**src/rtl/rgip_pkg.sv**
```systemverilog
`timescale 1ns / 1ps
package rgip_pkg;

   localparam int NUM_TERMS = 20;
   localparam int ADDR_W = 8;
   localparam int TERM_W = 5;

   typedef logic [ADDR_W-1:0] addr_type;
   typedef logic [TERM_W-1:0] term_type;
   typedef logic signed [63:0] word_type;

   typedef enum logic [1:0] {
      OP_LOAD    = 2'd0,
      OP_DIRECT  = 2'd1,
      OP_INVERSE = 2'd2,
      OP_NONE    = 2'd3
   } op_type;

   typedef enum logic [4:0] {
      ST_IDLE, ST_NRD_OFF, ST_NRD_SC, ST_NCHK, ST_NDIV,
      ST_MONO_A, ST_MONO_B, ST_MONO_W,
      ST_DOT_RD, ST_DOT_MUL, ST_DOT_W, ST_DCHK,
      ST_RDIV, ST_DEN_M, ST_DEN_W, ST_DEN_ADD, ST_DONE
   } state_type;

   typedef struct packed {
      logic busy;
      logic done;
   } unit_sts_type;

   localparam term_type TERM_FIRST_PRODUCT = 5'd4;
   localparam term_type TERM_LAST = TERM_W'(NUM_TERMS - 1);

   localparam addr_type W_LAT_OFF = ADDR_W'(8 * NUM_TERMS + 0);
   localparam addr_type W_LON_OFF = ADDR_W'(8 * NUM_TERMS + 2);
   localparam addr_type W_HGT_OFF = ADDR_W'(8 * NUM_TERMS + 4);
   localparam addr_type W_LIN_OFF = ADDR_W'(8 * NUM_TERMS + 6);
   localparam addr_type W_SMP_OFF = ADDR_W'(8 * NUM_TERMS + 8);

   localparam word_type WORD_MIN = {1'b1, {63{1'b0}}};
   localparam word_type WORD_MAX = {1'b0, {63{1'b1}}};

   function automatic logic [63:0] mag(input word_type a);
      return a[63] ? (~a + 64'd1) : a;
   endfunction

   function automatic word_type sat_mag(input logic neg, input logic over,
                                        input logic [63:0] m);
      if (neg) begin
         if (over || m[63]) return WORD_MIN;
         return word_type'(~m + 64'd1);
      end
      if (over || m[63]) return WORD_MAX;
      return word_type'(m);
   endfunction

   function automatic word_type sat_add(input word_type a, input word_type b);
      logic [64:0] s;
      s = {a[63], a} + {b[63], b};
      if (s[64] != s[63]) return s[64] ? WORD_MIN : WORD_MAX;
      return word_type'(s[63:0]);
   endfunction

   function automatic word_type sat_sub(input word_type a, input word_type b);
      logic [64:0] s;
      s = {a[63], a} - {b[63], b};
      if (s[64] != s[63]) return s[64] ? WORD_MIN : WORD_MAX;
      return word_type'(s[63:0]);
   endfunction

   function automatic addr_type norm_off(input logic direct, input logic [1:0] k);
      unique case (k)
         2'd0: return direct ? W_SMP_OFF : W_LON_OFF;
         2'd1: return direct ? W_LIN_OFF : W_LAT_OFF;
         default: return W_HGT_OFF;
      endcase
   endfunction

   function automatic addr_type den_off(input logic direct, input logic p);
      if (!p) return direct ? W_LAT_OFF : W_SMP_OFF;
      return direct ? W_LON_OFF : W_LIN_OFF;
   endfunction

   // Accumulator order: first numerator, first denominator, second numerator,
   // second denominator.
   function automatic addr_type block_base(input logic direct, input logic [1:0] b);
      if (direct) return ADDR_W'(NUM_TERMS * int'(b));
      unique case (b)
         2'd0: return ADDR_W'(6 * NUM_TERMS);
         2'd1: return ADDR_W'(7 * NUM_TERMS);
         2'd2: return ADDR_W'(4 * NUM_TERMS);
         default: return ADDR_W'(5 * NUM_TERMS);
      endcase
   endfunction

   function automatic term_type mono_opa(input term_type j);
      unique case (j)
         5'd4, 5'd5, 5'd7: return 5'd1;
         5'd6, 5'd8: return 5'd2;
         5'd9: return 5'd3;
         5'd10: return 5'd4;
         5'd11, 5'd14, 5'd17: return 5'd7;
         5'd12, 5'd15, 5'd18: return 5'd8;
         5'd13, 5'd16, 5'd19: return 5'd9;
         default: return 5'd0;
      endcase
   endfunction

   function automatic term_type mono_opb(input term_type j);
      unique case (j)
         5'd7, 5'd11, 5'd12, 5'd13: return 5'd1;
         5'd4, 5'd8, 5'd14, 5'd15, 5'd16: return 5'd2;
         5'd5, 5'd6, 5'd9, 5'd10, 5'd17, 5'd18, 5'd19: return 5'd3;
         default: return 5'd0;
      endcase
   endfunction

endpackage

```
**src/rtl/rgip_mul.sv**
```systemverilog
`timescale 1ns / 1ps
module rgip_mul #(
   parameter int FRAC_BITS = 32
) (
   input  logic clock,
   input  logic reset,
   input  logic start,
   input  rgip_pkg::word_type a,
   input  rgip_pkg::word_type b,
   output rgip_pkg::unit_sts_type sts,
   output rgip_pkg::word_type prod
);
   localparam logic [2:0] MUL_STEPS = 3'd4;

   logic         busy_ff;
   logic [2:0]   cnt_ff;
   logic [63:0]  x_ff, y_ff;
   logic         neg_ff;
   logic [127:0] acc_ff;
   logic [31:0]  xs, ys;
   logic [63:0]  pp;
   logic [1:0]   sh;
   logic [127:0] shifted;

   assign xs = cnt_ff[0] ? x_ff[63:32] : x_ff[31:0];
   assign ys = cnt_ff[1] ? y_ff[63:32] : y_ff[31:0];
   assign pp = {32'd0, xs} * {32'd0, ys};
   assign sh = {1'b0, cnt_ff[0]} + {1'b0, cnt_ff[1]};
   assign shifted = {64'd0, pp} << {sh, 5'd0};

   always_ff @(posedge clock) begin
      if (reset) begin
         busy_ff <= 1'b0;
         cnt_ff <= '0;
      end else if (start) begin
         busy_ff <= 1'b1;
         cnt_ff <= '0;
      end else if (busy_ff) begin
         if (cnt_ff == MUL_STEPS) begin
            busy_ff <= 1'b0;
         end else begin
            cnt_ff <= cnt_ff + 3'd1;
         end
      end
   end

   always_ff @(posedge clock) begin
      if (start) begin
         x_ff <= rgip_pkg::mag(a);
         y_ff <= rgip_pkg::mag(b);
         neg_ff <= a[63] ^ b[63];
         acc_ff <= '0;
      end else if (busy_ff && cnt_ff != MUL_STEPS) begin
         acc_ff <= acc_ff + shifted;
      end
   end

   assign sts.busy = busy_ff;
   assign sts.done = busy_ff && (cnt_ff == MUL_STEPS);
   assign prod = rgip_pkg::sat_mag(neg_ff, |acc_ff[127:FRAC_BITS+64],
                                   acc_ff[FRAC_BITS+63:FRAC_BITS]);
endmodule

```
**config.mk**
```make
export PLATFORM = sky130hd
export DESIGN_NAME = rgip_mul
export DESIGN_NICKNAME = d
export VERILOG_FILES = /design/src/rtl/rgip_pkg.sv /design/src/rtl/rgip_mul.sv
export SDC_FILE = /design/constraint.sdc
export NUM_CORES = 2
export LEC_CHECK = 0
export ABC_CLOCK_PERIOD_IN_PS = 11200
export BUFFER_PORTS_ARGS = -buffer_cell sky130_fd_sc_hd__buf_2
export CAP_MARGIN = 20
export CORE_MARGIN = 1
export CORE_UTILIZATION = 35
export CTS_CLUSTER_SIZE = 12
export DETAILED_ROUTE_END_ITERATION = 12
export PLACE_DENSITY = 0.58
export RECOVER_POWER = 100
export SYNTH_ARGS = -nofsm -noshare
export SYNTH_HDL_FRONTEND = slang
export SYNTH_SLANG_ARGS = --single-unit
```
**constraint.sdc**
```tcl
create_clock -name clock -period 11.2 [get_ports clock]
set_input_delay 1.12 -clock clock [delete_from_list [all_inputs] [get_ports clock]]
set_output_delay 1.12 -clock clock [all_outputs]
set_load 0.005 [all_outputs]
```
==> results.ini <==
[global_route]
global_route.usage.total_pct=28.7
number_of_global_route_vias_before_repair=52651
antenna_violations_before_repair=10
largest_net_degree_at_the_start_of_global_routing=147
grt_first_pass_wirelength_um=339000
gr-total-overflow=0

[clocking]
cts-htree-levels=2
clk_pin_slew_ps=80
cts.root.buffer_cell=sky130_fd_sc_hd__clkbuf_16
cts_sinks=261
cts_buffers=36
clock_path_buffers=3
tritoncts=yes
clock_insertion_delay_worst_skew_ps=620

[die]
fp.dieW_um=400
num_io_pins=197
initial_core_util_pct=35.4
fp-row-count=145
fp.coreArea_um2=157000
floorplan.die_area_um2=160000
die-height_um=400

[final_layout]
num-fill-cells=15461
share_of_cells_above_drive_strength_1_pct=25.4
layout.nets=9204
sequential_cell_area_um2=6520
multi_input_area_um2=46500
area.growth.synth_to_final_pct=29.6
final_area_um2=71900

[outcome]
outcome=finished with violations
failed_checks=setup timing

[worst_setup_path]
timing_worst_setup_path_type=reg -> reg
timing.critical_path.slowest_cell_delay_ps=580
critPathCaptureType=flop
timing.critical_path.required_ps=11720
startpoint_type=flop
critPathArrivalTime_ps=11920
crit_path_top_delay_cell=sky130_fd_sc_hd__fa_2
crit_top_cell=sky130_fd_sc_hd__fa_1
cp_max_fo=7

[synth]
largest_area_contributor_in_the_synthesized_netlist=sky130_fd_sc_hd__fa_1
synthXorXnorAreaFrac_pct=5.34
post-synth-top-count-cell=sky130_fd_sc_hd__inv_1
seq_area_frac_synth_pct=11.7
syn_area_per_cell_um2=8.31
synthTopCellsByCount=sky130_fd_sc_hd__inv_1 (925), sky130_fd_sc_hd__fa_1 (897), sky130_fd_sc_hd__nor2_1 (876), sky130_fd_sc_hd__nand2_1 (867), sky130_fd_sc_hd__ha_1 (395)
yosys_top_cell_area_share_pct=32.4
async_reset_ff_share_pct=0
yosys_warnings=0
synth.mux.area_fraction_pct=2.83
post_synth_main_area_contributors=sky130_fd_sc_hd__fa_1 (32%), sky130_fd_sc_hd__ha_1 (8.9%), sky130_fd_sc_hd__edfxtp_1 (7.0%)
synth_seq_cells=261
post_synth_fa_ha_maj_area_fraction_pct=41.3
yosysUniqueCellTypes=95
postSynth.topFlopCell=sky130_fd_sc_hd__dfxtp_1
postSynthNetCount=8096
netlist_instances=6673
synth-compound-area-share_pct=12.4
synth_enable_flop_cells=129
synth-simple-area-share_pct=17.7
main_combinational_cell_family_by_area_after_synthesis=adder cells
mappedNetlistArea_um2=55500

[route]
ant_nets=0
detail_route.wirelength_um=233000
routed_via_density=5.40
met3_length_um=24700
dr.first_iter.drc_count=4797
dr_wl_cell_um=23.6
route.vias.total=53291
drc_errors=0
route.layer.met1.wl_um=99300
dr.pass1.iters=6
top_layer_used=met5
routed_met2_length_um=101000

[sta]
finalHoldViolCount=0
final.setup.worst_slack_ps=-197
final.hold.worst_slack_ps=456
worst_slew_margin_rel_pct=28.1
final_max_slew_viol_count=0
worst-slew-pin-transition_ps=1060
finalWorstPathRequiredPeriod_ps=11400
max_freq_mhz=87.7
final.setup_skew_ps=57.3
timing.final.setup_violations=5
rsz0062_at_grt=true
final.period_utilization_pct=102

[place]
dp_hpwl_um=197000
gpl_congestion=1.06
placed_cell_area_um2=67300
numPortBuffers=196
post-place-ws_ps=-896

[job]
drv_cap=0

[min_path]
hold_path.class=reg -> reg

## layout by cell type (no fill, tap or decap), types with 27 or more instances in the layout
cell type,instances
sky130_fd_sc_hd__edfxtp_1,129
sky130_fd_sc_hd__a21oi_1,290
sky130_fd_sc_hd__xor2_1,98
sky130_fd_sc_hd__fa_2,55
sky130_fd_sc_hd__o21ai_0,206
sky130_fd_sc_hd__o21bai_1,50
sky130_fd_sc_hd__clkbuf_16,40
sky130_fd_sc_hd__buf_12,83
sky130_fd_sc_hd__dfxtp_1,130
sky130_fd_sc_hd__a21o_1,112
sky130_fd_sc_hd__or3_1,50
sky130_fd_sc_hd__inv_1,915
sky130_fd_sc_hd__nor3_1,75
sky130_fd_sc_hd__mux2_2,48
sky130_fd_sc_hd__buf_6,44
sky130_fd_sc_hd__buf_4,1089
sky130_fd_sc_hd__a21oi_2,45
sky130_fd_sc_hd__fa_1,842
sky130_fd_sc_hd__mux2i_1,27
sky130_fd_sc_hd__buf_2,193
sky130_fd_sc_hd__o21ai_1,31
sky130_fd_sc_hd__ha_4,35
sky130_fd_sc_hd__o21a_1,31
sky130_fd_sc_hd__nand3_1,43
sky130_fd_sc_hd__o31ai_1,57
sky130_fd_sc_hd__and2_1,29
sky130_fd_sc_hd__nand4_1,94
sky130_fd_sc_hd__xnor2_1,228
sky130_fd_sc_hd__nor2_1,839
sky130_fd_sc_hd__nand2_1,858
sky130_fd_sc_hd__ha_1,356
## cell type report
| class | instances | share of cell area (%) |
|---|---|---|
| diodes | 12 | 0.0418 |
| clock buffers | 44 | 1.38 |
| clock inverters | 18 | 0.298 |
| inverters | 928 | 4.85 |
| multi-input cells | 5129 | 64.7 |
| flip-flops and latches | 261 | 9.08 |
| well taps | 2058 | 3.58 |
| repair buffers | 1425 | 16.1 |
## per-layer routing
layer,vias to the layer above,track usage [%]
li1,23893,-
met1,26673,40.0
met2,2372,43.2
met3,351,7.54
met4,2,8.68
met5,-,0
## critical path, delay by kind of cell, from the launching register on
kind | cells | cell delay [ps]
AO/OA/AOI/OAI | 9 | 1850
buffers and inverters | 12 | 1650
AND/OR/NAND/NOR | 10 | 2110
XOR/XNOR | 1 | 260
adder cells (fa/ha/maj) | 10 | 4610
multiplexers | 1 | 460
flip-flops | 1 | 380
## flip-flops by register name (all words and copies together) (netlist names)
register	cells
y_ff	64
acc_ff	128
busy_ff	1
neg_ff	1
cnt_ff	3
x_ff	64
## stage by stage
step,TNS (ps),std cells,util (%)
2_1_floorplan,0,6673,-
3_3_place_gp,-19470,9704,42.9
3_5_place_dp,-24510,9704,42.9
4_1_cts,-154,9806,44.6
5_1_grt,-3710,9871,45.9
6_report,-602,9875,45.9
## kinds of logic after synthesis
logic type / after synthesis
xor+xnor: 338
mux: 148
fa+ha+maj: 1292
simple gates: 2253
compound gates: 1098
buf+inv: 1283
flops: 261
## worst paths after layout
path         startpoint           to  slack [ps]  cells past startpoint
min          acc_ff[17]   acc_ff[17]         460                      2
min reg2reg  acc_ff[17]   acc_ff[17]         460                      2
max reg2reg   cnt_ff[0]  acc_ff[125]        -200                     43
max           cnt_ff[0]  acc_ff[125]        -200                     43
## timing repair
item                                    in CTS  in global routing
endpoints found under the setup margin      69                 70
resized for setup                          240                316
endpoints found under the hold margin        0                  0
pin swaps                                   69                150
setup buffers                               36                 65
hold buffers                                 0                  0
gates cloned                                 4                  2
Power is not shown: default switching activity piles up to over one toggle a cycle in this logic, so the estimate is an artifact.
