===== config.mk =====
export PLATFORM = sky130hd
export DESIGN_NAME = rgip_div
export DESIGN_NICKNAME = d
export VERILOG_FILES = /design/src/rtl/rgip_pkg.sv /design/src/rtl/rgip_div.sv
export SDC_FILE = /design/constraint.sdc
export NUM_CORES = 1
export LEC_CHECK = 0
export BUFFER_PORTS_ARGS = -buffer_cell sky130_fd_sc_hd__buf_2
export CAP_MARGIN = 20
export CORE_MARGIN = 5
export CORE_UTILIZATION = 45
export CTS_BUF_LIST = sky130_fd_sc_hd__clkbuf_16
export CTS_CLUSTER_DIAMETER = 100
export DETAILED_ROUTE_END_ITERATION = 12
export PLACE_DENSITY = 0.72
export SYNTH_ARGS = -nofsm -noshare
export SYNTH_HDL_FRONTEND = slang
export SYNTH_SLANG_ARGS = --single-unit
export TNS_END_PERCENT = 5

===== constraint.sdc =====
create_clock -name clock -period 11.6 [get_ports clock]
set_clock_uncertainty 0.2 [all_clocks]
set_input_delay 1.16 -clock clock [delete_from_list [all_inputs] [get_ports clock]]
set_output_delay 1.16 -clock clock [all_outputs]
set_load 0.02 [all_outputs]

===== src/rtl/rgip_pkg.sv =====
`timescale 1ns / 1ps
package rgip_pkg;

   localparam int NUM_TERMS = 20;
   localparam int ADDR_W = 8;
   localparam int TERM_W = 5;

   typedef logic [ADDR_W-1:0] addr_type;
   typedef logic [TERM_W-1:0] term_type;
   typedef logic signed [63:0] word_type;

   typedef enum logic [1:0] {
      OP_LOAD    = 2'd0,
      OP_DIRECT  = 2'd1,
      OP_INVERSE = 2'd2,
      OP_NONE    = 2'd3
   } op_type;

   typedef enum logic [4:0] {
      ST_IDLE, ST_NRD_OFF, ST_NRD_SC, ST_NCHK, ST_NDIV,
      ST_MONO_A, ST_MONO_B, ST_MONO_W,
      ST_DOT_RD, ST_DOT_MUL, ST_DOT_W, ST_DCHK,
      ST_RDIV, ST_DEN_M, ST_DEN_W, ST_DEN_ADD, ST_DONE
   } state_type;

   typedef struct packed {
      logic busy;
      logic done;
   } unit_sts_type;

   localparam term_type TERM_FIRST_PRODUCT = 5'd4;
   localparam term_type TERM_LAST = TERM_W'(NUM_TERMS - 1);

   localparam addr_type W_LAT_OFF = ADDR_W'(8 * NUM_TERMS + 0);
   localparam addr_type W_LON_OFF = ADDR_W'(8 * NUM_TERMS + 2);
   localparam addr_type W_HGT_OFF = ADDR_W'(8 * NUM_TERMS + 4);
   localparam addr_type W_LIN_OFF = ADDR_W'(8 * NUM_TERMS + 6);
   localparam addr_type W_SMP_OFF = ADDR_W'(8 * NUM_TERMS + 8);

   localparam word_type WORD_MIN = {1'b1, {63{1'b0}}};
   localparam word_type WORD_MAX = {1'b0, {63{1'b1}}};

   function automatic logic [63:0] mag(input word_type a);
      return a[63] ? (~a + 64'd1) : a;
   endfunction

   function automatic word_type sat_mag(input logic neg, input logic over,
                                        input logic [63:0] m);
      if (neg) begin
         if (over || m[63]) return WORD_MIN;
         return word_type'(~m + 64'd1);
      end
      if (over || m[63]) return WORD_MAX;
      return word_type'(m);
   endfunction

   function automatic word_type sat_add(input word_type a, input word_type b);
      logic [64:0] s;
      s = {a[63], a} + {b[63], b};
      if (s[64] != s[63]) return s[64] ? WORD_MIN : WORD_MAX;
      return word_type'(s[63:0]);
   endfunction

   function automatic word_type sat_sub(input word_type a, input word_type b);
      logic [64:0] s;
      s = {a[63], a} - {b[63], b};
      if (s[64] != s[63]) return s[64] ? WORD_MIN : WORD_MAX;
      return word_type'(s[63:0]);
   endfunction

   function automatic addr_type norm_off(input logic direct, input logic [1:0] k);
      unique case (k)
         2'd0: return direct ? W_SMP_OFF : W_LON_OFF;
         2'd1: return direct ? W_LIN_OFF : W_LAT_OFF;
         default: return W_HGT_OFF;
      endcase
   endfunction

   function automatic addr_type den_off(input logic direct, input logic p);
      if (!p) return direct ? W_LAT_OFF : W_SMP_OFF;
      return direct ? W_LON_OFF : W_LIN_OFF;
   endfunction

   // Accumulator order: first numerator, first denominator, second numerator,
   // second denominator.
   function automatic addr_type block_base(input logic direct, input logic [1:0] b);
      if (direct) return ADDR_W'(NUM_TERMS * int'(b));
      unique case (b)
         2'd0: return ADDR_W'(6 * NUM_TERMS);
         2'd1: return ADDR_W'(7 * NUM_TERMS);
         2'd2: return ADDR_W'(4 * NUM_TERMS);
         default: return ADDR_W'(5 * NUM_TERMS);
      endcase
   endfunction

   function automatic term_type mono_opa(input term_type j);
      unique case (j)
         5'd4, 5'd5, 5'd7: return 5'd1;
         5'd6, 5'd8: return 5'd2;
         5'd9: return 5'd3;
         5'd10: return 5'd4;
         5'd11, 5'd14, 5'd17: return 5'd7;
         5'd12, 5'd15, 5'd18: return 5'd8;
         5'd13, 5'd16, 5'd19: return 5'd9;
         default: return 5'd0;
      endcase
   endfunction

   function automatic term_type mono_opb(input term_type j);
      unique case (j)
         5'd7, 5'd11, 5'd12, 5'd13: return 5'd1;
         5'd4, 5'd8, 5'd14, 5'd15, 5'd16: return 5'd2;
         5'd5, 5'd6, 5'd9, 5'd10, 5'd17, 5'd18, 5'd19: return 5'd3;
         default: return 5'd0;
      endcase
   endfunction

endpackage


===== src/rtl/rgip_div.sv =====
`timescale 1ns / 1ps
module rgip_div #(
   parameter int FRAC_BITS = 32
) (
   input  logic clock,
   input  logic reset,
   input  logic start,
   input  rgip_pkg::word_type n,
   input  rgip_pkg::word_type d,
   output rgip_pkg::unit_sts_type sts,
   output rgip_pkg::word_type quo
);
   localparam logic [6:0] DIV_STEPS = 7'd64;

   logic         busy_ff;
   logic [6:0]   cnt_ff;
   logic [63:0]  r_ff, lo_ff, y_ff, q_ff;
   logic         neg_ff, over_ff;
   logic [63:0]  x;
   logic [127:0] wide;
   logic [64:0]  t, t_sub;
   logic         ge;

   assign x = rgip_pkg::mag(n);
   assign wide = {64'd0, x} << FRAC_BITS;
   assign t = {r_ff, lo_ff[63]};
   assign t_sub = t - {1'b0, y_ff};
   assign ge = t >= {1'b0, y_ff};

   always_ff @(posedge clock) begin
      if (reset) begin
         busy_ff <= 1'b0;
         cnt_ff <= '0;
      end else if (start) begin
         busy_ff <= 1'b1;
         cnt_ff <= '0;
      end else if (busy_ff) begin
         if (cnt_ff == DIV_STEPS) begin
            busy_ff <= 1'b0;
         end else begin
            cnt_ff <= cnt_ff + 7'd1;
         end
      end
   end

   always_ff @(posedge clock) begin
      if (start) begin
         y_ff <= rgip_pkg::mag(d);
         r_ff <= wide[127:64];
         lo_ff <= wide[63:0];
         over_ff <= wide[127:64] >= rgip_pkg::mag(d);
         neg_ff <= n[63] ^ d[63];
         q_ff <= '0;
      end else if (busy_ff && cnt_ff != DIV_STEPS) begin
         r_ff <= ge ? t_sub[63:0] : t[63:0];
         lo_ff <= {lo_ff[62:0], 1'b0};
         q_ff <= {q_ff[62:0], ge};
      end
   end

   assign sts.busy = busy_ff;
   assign sts.done = busy_ff && (cnt_ff == DIV_STEPS);
   assign quo = rgip_pkg::sat_mag(neg_ff, over_ff, q_ff);
endmodule


==> results by group <==
Run status
  • Outcome: finished, final reports clean

Synth
  • Mapped Cells: 2293
  • Yosys synthesis warning count: 0
  • Synth Register Bits: 234
  • Synth Flop Type: edfxtp_1
  • FFs w/ async S/R, synth: 0%
  • Syn_nets: 2526
  • Syn Area/Cell: 7.96 um^2
  • Mapped cell area: 18300 um^2
  • Sequential-to-total area share from yosys stat: 32.8%
  • Number of synthesized flops with an enable pin: 130
  • Distinct cells, synth: 83

Critical path
  • Reg2reg end: r_ff[52]$_SDFFE_PP0P_
  • Slowest stage delay, CP: 860 ps
  • R2r worst-path depth: 12
  • Setup slack, reg-to-reg: 6860 ps
  • Worst setup endpoint: over_ff$_DFFE_PP_
  • CP Depth: 20
  • Worst Setup SP: n[8]
  • CP Capture Type: register
  • Top delay family on crit path: simple AND/OR/NAND/NOR gates
  • Worst r2r src: y_ff[58]$_DFFE_PP_
  • Arrival time worst endpoint: 6910 ps
  • CP max-delay cell: nor4_1
  • WP buf/inv: 1
  • Critical path peak fanout: 7
  • Setup CP Type: in -> reg
  • Worst setup SP type: primary input
  • Crit-path cells: buf_2 -> nor4_1 -> nor2b_1 -> nand3_1 -> nor3_1 -> nand3_1 -> or3_1 -> or4_1 -> o31ai_1 -> xnor2_1 -> ha_1 -> a21o_1 -> a21o_1 -> a21oi_1 -> nor2_1 -> a2111oi_0 -> nor2_1 -> a211oi_1 -> or4_1 -> nor4_2
  • CP required: 11710 ps

CTS
  • Clk sink count: 234
  • Number of CTS-inserted buffers: 28
  • Hold-fix buffers at CTS: 0
  • CTS resizes: 0
  • Worst skew pair latency: 570 ps
  • H-tree depth: 1
  • Post-CTS setup buffer count: 0
  • Clk pin slew, worst setup/hold paths: 60 ps
  • Clk Tree Root Cell: clkbuf_16
  • CTS Buffer Depth: 3
  • TritonCTS clock tree: done

Finish
  • Most frequent cells in the layout: nand2_1, a21oi_1, buf_2
  • Final #Nets: 2640
  • Post-Layout Cell Count: 2954
  • Commonest non-fill, non-tap cell in the layout: nand2_1
  • Area delta synth->final: 12.1%
  • Fillers: 3801
  • Layout Utilization: 51.3%
  • Fraction of layout cells with a size suffix above 1: 12.5%
  • N_diodes: 0

Global routing
  • First-pass GRT wire length: 85.8 mm
  • Initial antenna violation count: 0
  • Largest net degree at the start of global routing: 113
  • Total track usage: 22.9%
  • Total gr overflow: 0
  • Vias in the first global route: 16300

Placement
  • GP Congestion: 0.927
  • HPWL after DPL: 40.5 mm
  • I/O Buffers: 196
  • Dpl cells: 2901

Timing
  • RSZ-0062 raised after global routing: no
  • Post-layout min period: 6800 ps
  • Max-slew headroom: 28.6%
  • Max Transition Viols Final: 0
  • Setup tns final: 0 ps
  • Final Hold Vio Count: 0
  • Final setup violating endpoints: 0
  • Achievable Freq: 147 MHz
  • Period utilisation layout: 58.6%
  • Worst slew pin tran: 1070 ps

Routing
  • DR vias: 17300
  • Drt initial violations: 1455
  • Vias per cell: 5.87
  • Final wirelength: 53.9 mm
  • DR DRC count: 0
  • Wire per inst: 18.2 um
  • DR pass1 iterations: 6
  • Antenna Nets Post-Route: 0

Die
  • DIE HEIGHT: 211 um
  • Core footprint: 39900 um^2
  • Initial core utilization: 45.7%
  • Die width: 211 um
  • Die ar.: 44700 um^2
  • Io pins: 197
  • Row count: 73

Power
  • Combinational share of power: 32.1%
  • Static leakage: 8.31 nW
  • Net Sw Power: 952 uW
  • P_int: 1.78 mW
  • Seq pwr share: 35.9%
  • Clock network power share: 32.0%
  • Max IR drop VDD: 0.113 mV
  • Sw Share: 34.9%
  • Power Density: 133 nW/um^2

Hold path
  • Worst Hold Launch: q_ff[31]$_SDFFE_PP0P_
  • Worst hold path type: reg -> reg

Run
  • Max_cap viols: 0
stage by stage:
step | total power [mW] | hold WS [ps] | cell area [um^2] | worst slack (ps)
5_1_grt | 2.88 | 309 | 20500 | 4260
3_3_place_gp | 1.84 | 261 | 19500 | 4290
2_1_floorplan | 1.60 | 245 | 18300 | 5560
4_1_cts | 2.73 | 282 | 20400 | 4840
6_report | 2.73 | 283 | 20500 | 4800
3_5_place_dp | 1.85 | 277 | 19500 | 4290
power by group through the flow:
| stage | Combinational [mW] | Sequential, mW | Clock, mW |
|---|---|---|---|
| 2_1_floorplan | 0.615 | 0.986 | 0 |
| 3_3_place_gp | 0.844 | 0.993 | 0 |
| 3_5_place_dp | 0.858 | 0.996 | 0 |
| 4_1_cts | 0.865 | 0.978 | 0.891 |
| 5_1_grt | 0.966 | 0.984 | 0.926 |
| 6_report | 0.876 | 0.979 | 0.873 |
worst min-delay path, stage by stage, from the launching register on:
cell and delay (ps):
dfxtp_1 320, nand2_1 60, a21oi_1 50
sequential cells by signal, indices dropped and copies added (netlist names):
name	count
y_ff	64
q_ff	64
over_ff	1
lo_ff	32
cnt_ff	7
busy_ff	1
r_ff	64
neg_ff	1
cells by family after synthesis:
kind of cell,Yosys count,share of synthesized area (%)
AOI/OAI and AO/OA,647,22.0
xor gates and xnor gates,228,10.9
adders and majority gates,102,7.03
buffers and inverters,259,5.42
DFF,234,32.8
muxes,15,0.877
and+or+nand+nor,808,20.9
worst min-delay path by stage:
stage | to | slack (ps) | depth (start not counted)
6_report | q_ff[32]$_SDFFE_PP0P_ | 280 | 2
5_1_grt | q_ff[47]$_SDFFE_PP0P_ | 310 | 2
3_3_place_gp | q_ff[63]$_SDFFE_PP0P_ | 260 | 2
3_5_place_dp | q_ff[39]$_SDFFE_PP0P_ | 280 | 2
2_1_floorplan | q_ff[63]$_SDFFE_PP0P_ | 250 | 2
4_1_cts | q_ff[39]$_SDFFE_PP0P_ | 280 | 2
per-layer routing:
layer | wire length (um) | track usage (%) | vias up
met1 | 25000 | 33.4 | 8159
met5 | 0 | 0 | -
met2 | 24000 | 36.2 | 650
li1 | - | - | 8432
met3 | 3450 | 2.62 | 87
met4 | 1370 | 6.24 | 0
cell type report:
type / count / area [um^2] / share of cell area, %
Tap cell: 525 / 657 / 3.21
Clock inverter: 24 / 215 / 1.05
Timing Repair Buffer: 211 / 1120 / 5.46
Inverter: 132 / 495 / 2.42
Sequential cell: 234 / 5990 / 29.2
Multi-Input combinational cell: 1800 / 11300 / 55.2
Clock buffer: 28 / 701 / 3.42
synth_stat cells, types with 6 or more instances:
| library cell | instances | area share, % |
|---|---|---|
| nand2_1 | 346 | 7.1 |
| a21oi_1 | 214 | 5.9 |
| nor2_1 | 189 | 3.9 |
| o21ai_0 | 154 | 4.2 |
| inv_1 | 132 | 2.7 |
| edfxtp_1 | 130 | 21 |
| clkbuf_1 | 119 | 2.4 |
| xor2_1 | 115 | 5.5 |
| xnor2_1 | 113 | 5.4 |
| dfxtp_1 | 104 | 11 |
| ha_1 | 101 | 6.9 |
| o31ai_1 | 47 | 1.9 |
| or3_1 | 43 | 1.5 |
| nand4_1 | 38 | 1.3 |
| a31oi_1 | 36 | 1.2 |
| or4_1 | 36 | 1.5 |
| a21o_1 | 34 | 1.4 |
| nor3_1 | 34 | 0.93 |
| o41ai_1 | 29 | 1.4 |
| nand3_1 | 27 | 0.74 |
| o21a_1 | 18 | 0.74 |
| nand2b_1 | 17 | 0.58 |
| a211oi_1 | 16 | 0.66 |
| o21bai_1 | 16 | 0.66 |
| or2_2 | 12 | 0.41 |
| nor4_1 | 10 | 0.34 |
| o311ai_0 | 10 | 0.48 |
| mux2_2 | 8 | 0.49 |
| o211ai_1 | 8 | 0.33 |
| mux2i_1 | 7 | 0.38 |
| nor2b_1 | 7 | 0.24 |
| a21boi_0 | 6 | 0.25 |
| and2_1 | 6 | 0.21 |
| and3_1 | 6 | 0.21 |
| o31a_1 | 6 | 0.29 |
Power figures use the tool's default switching activity.
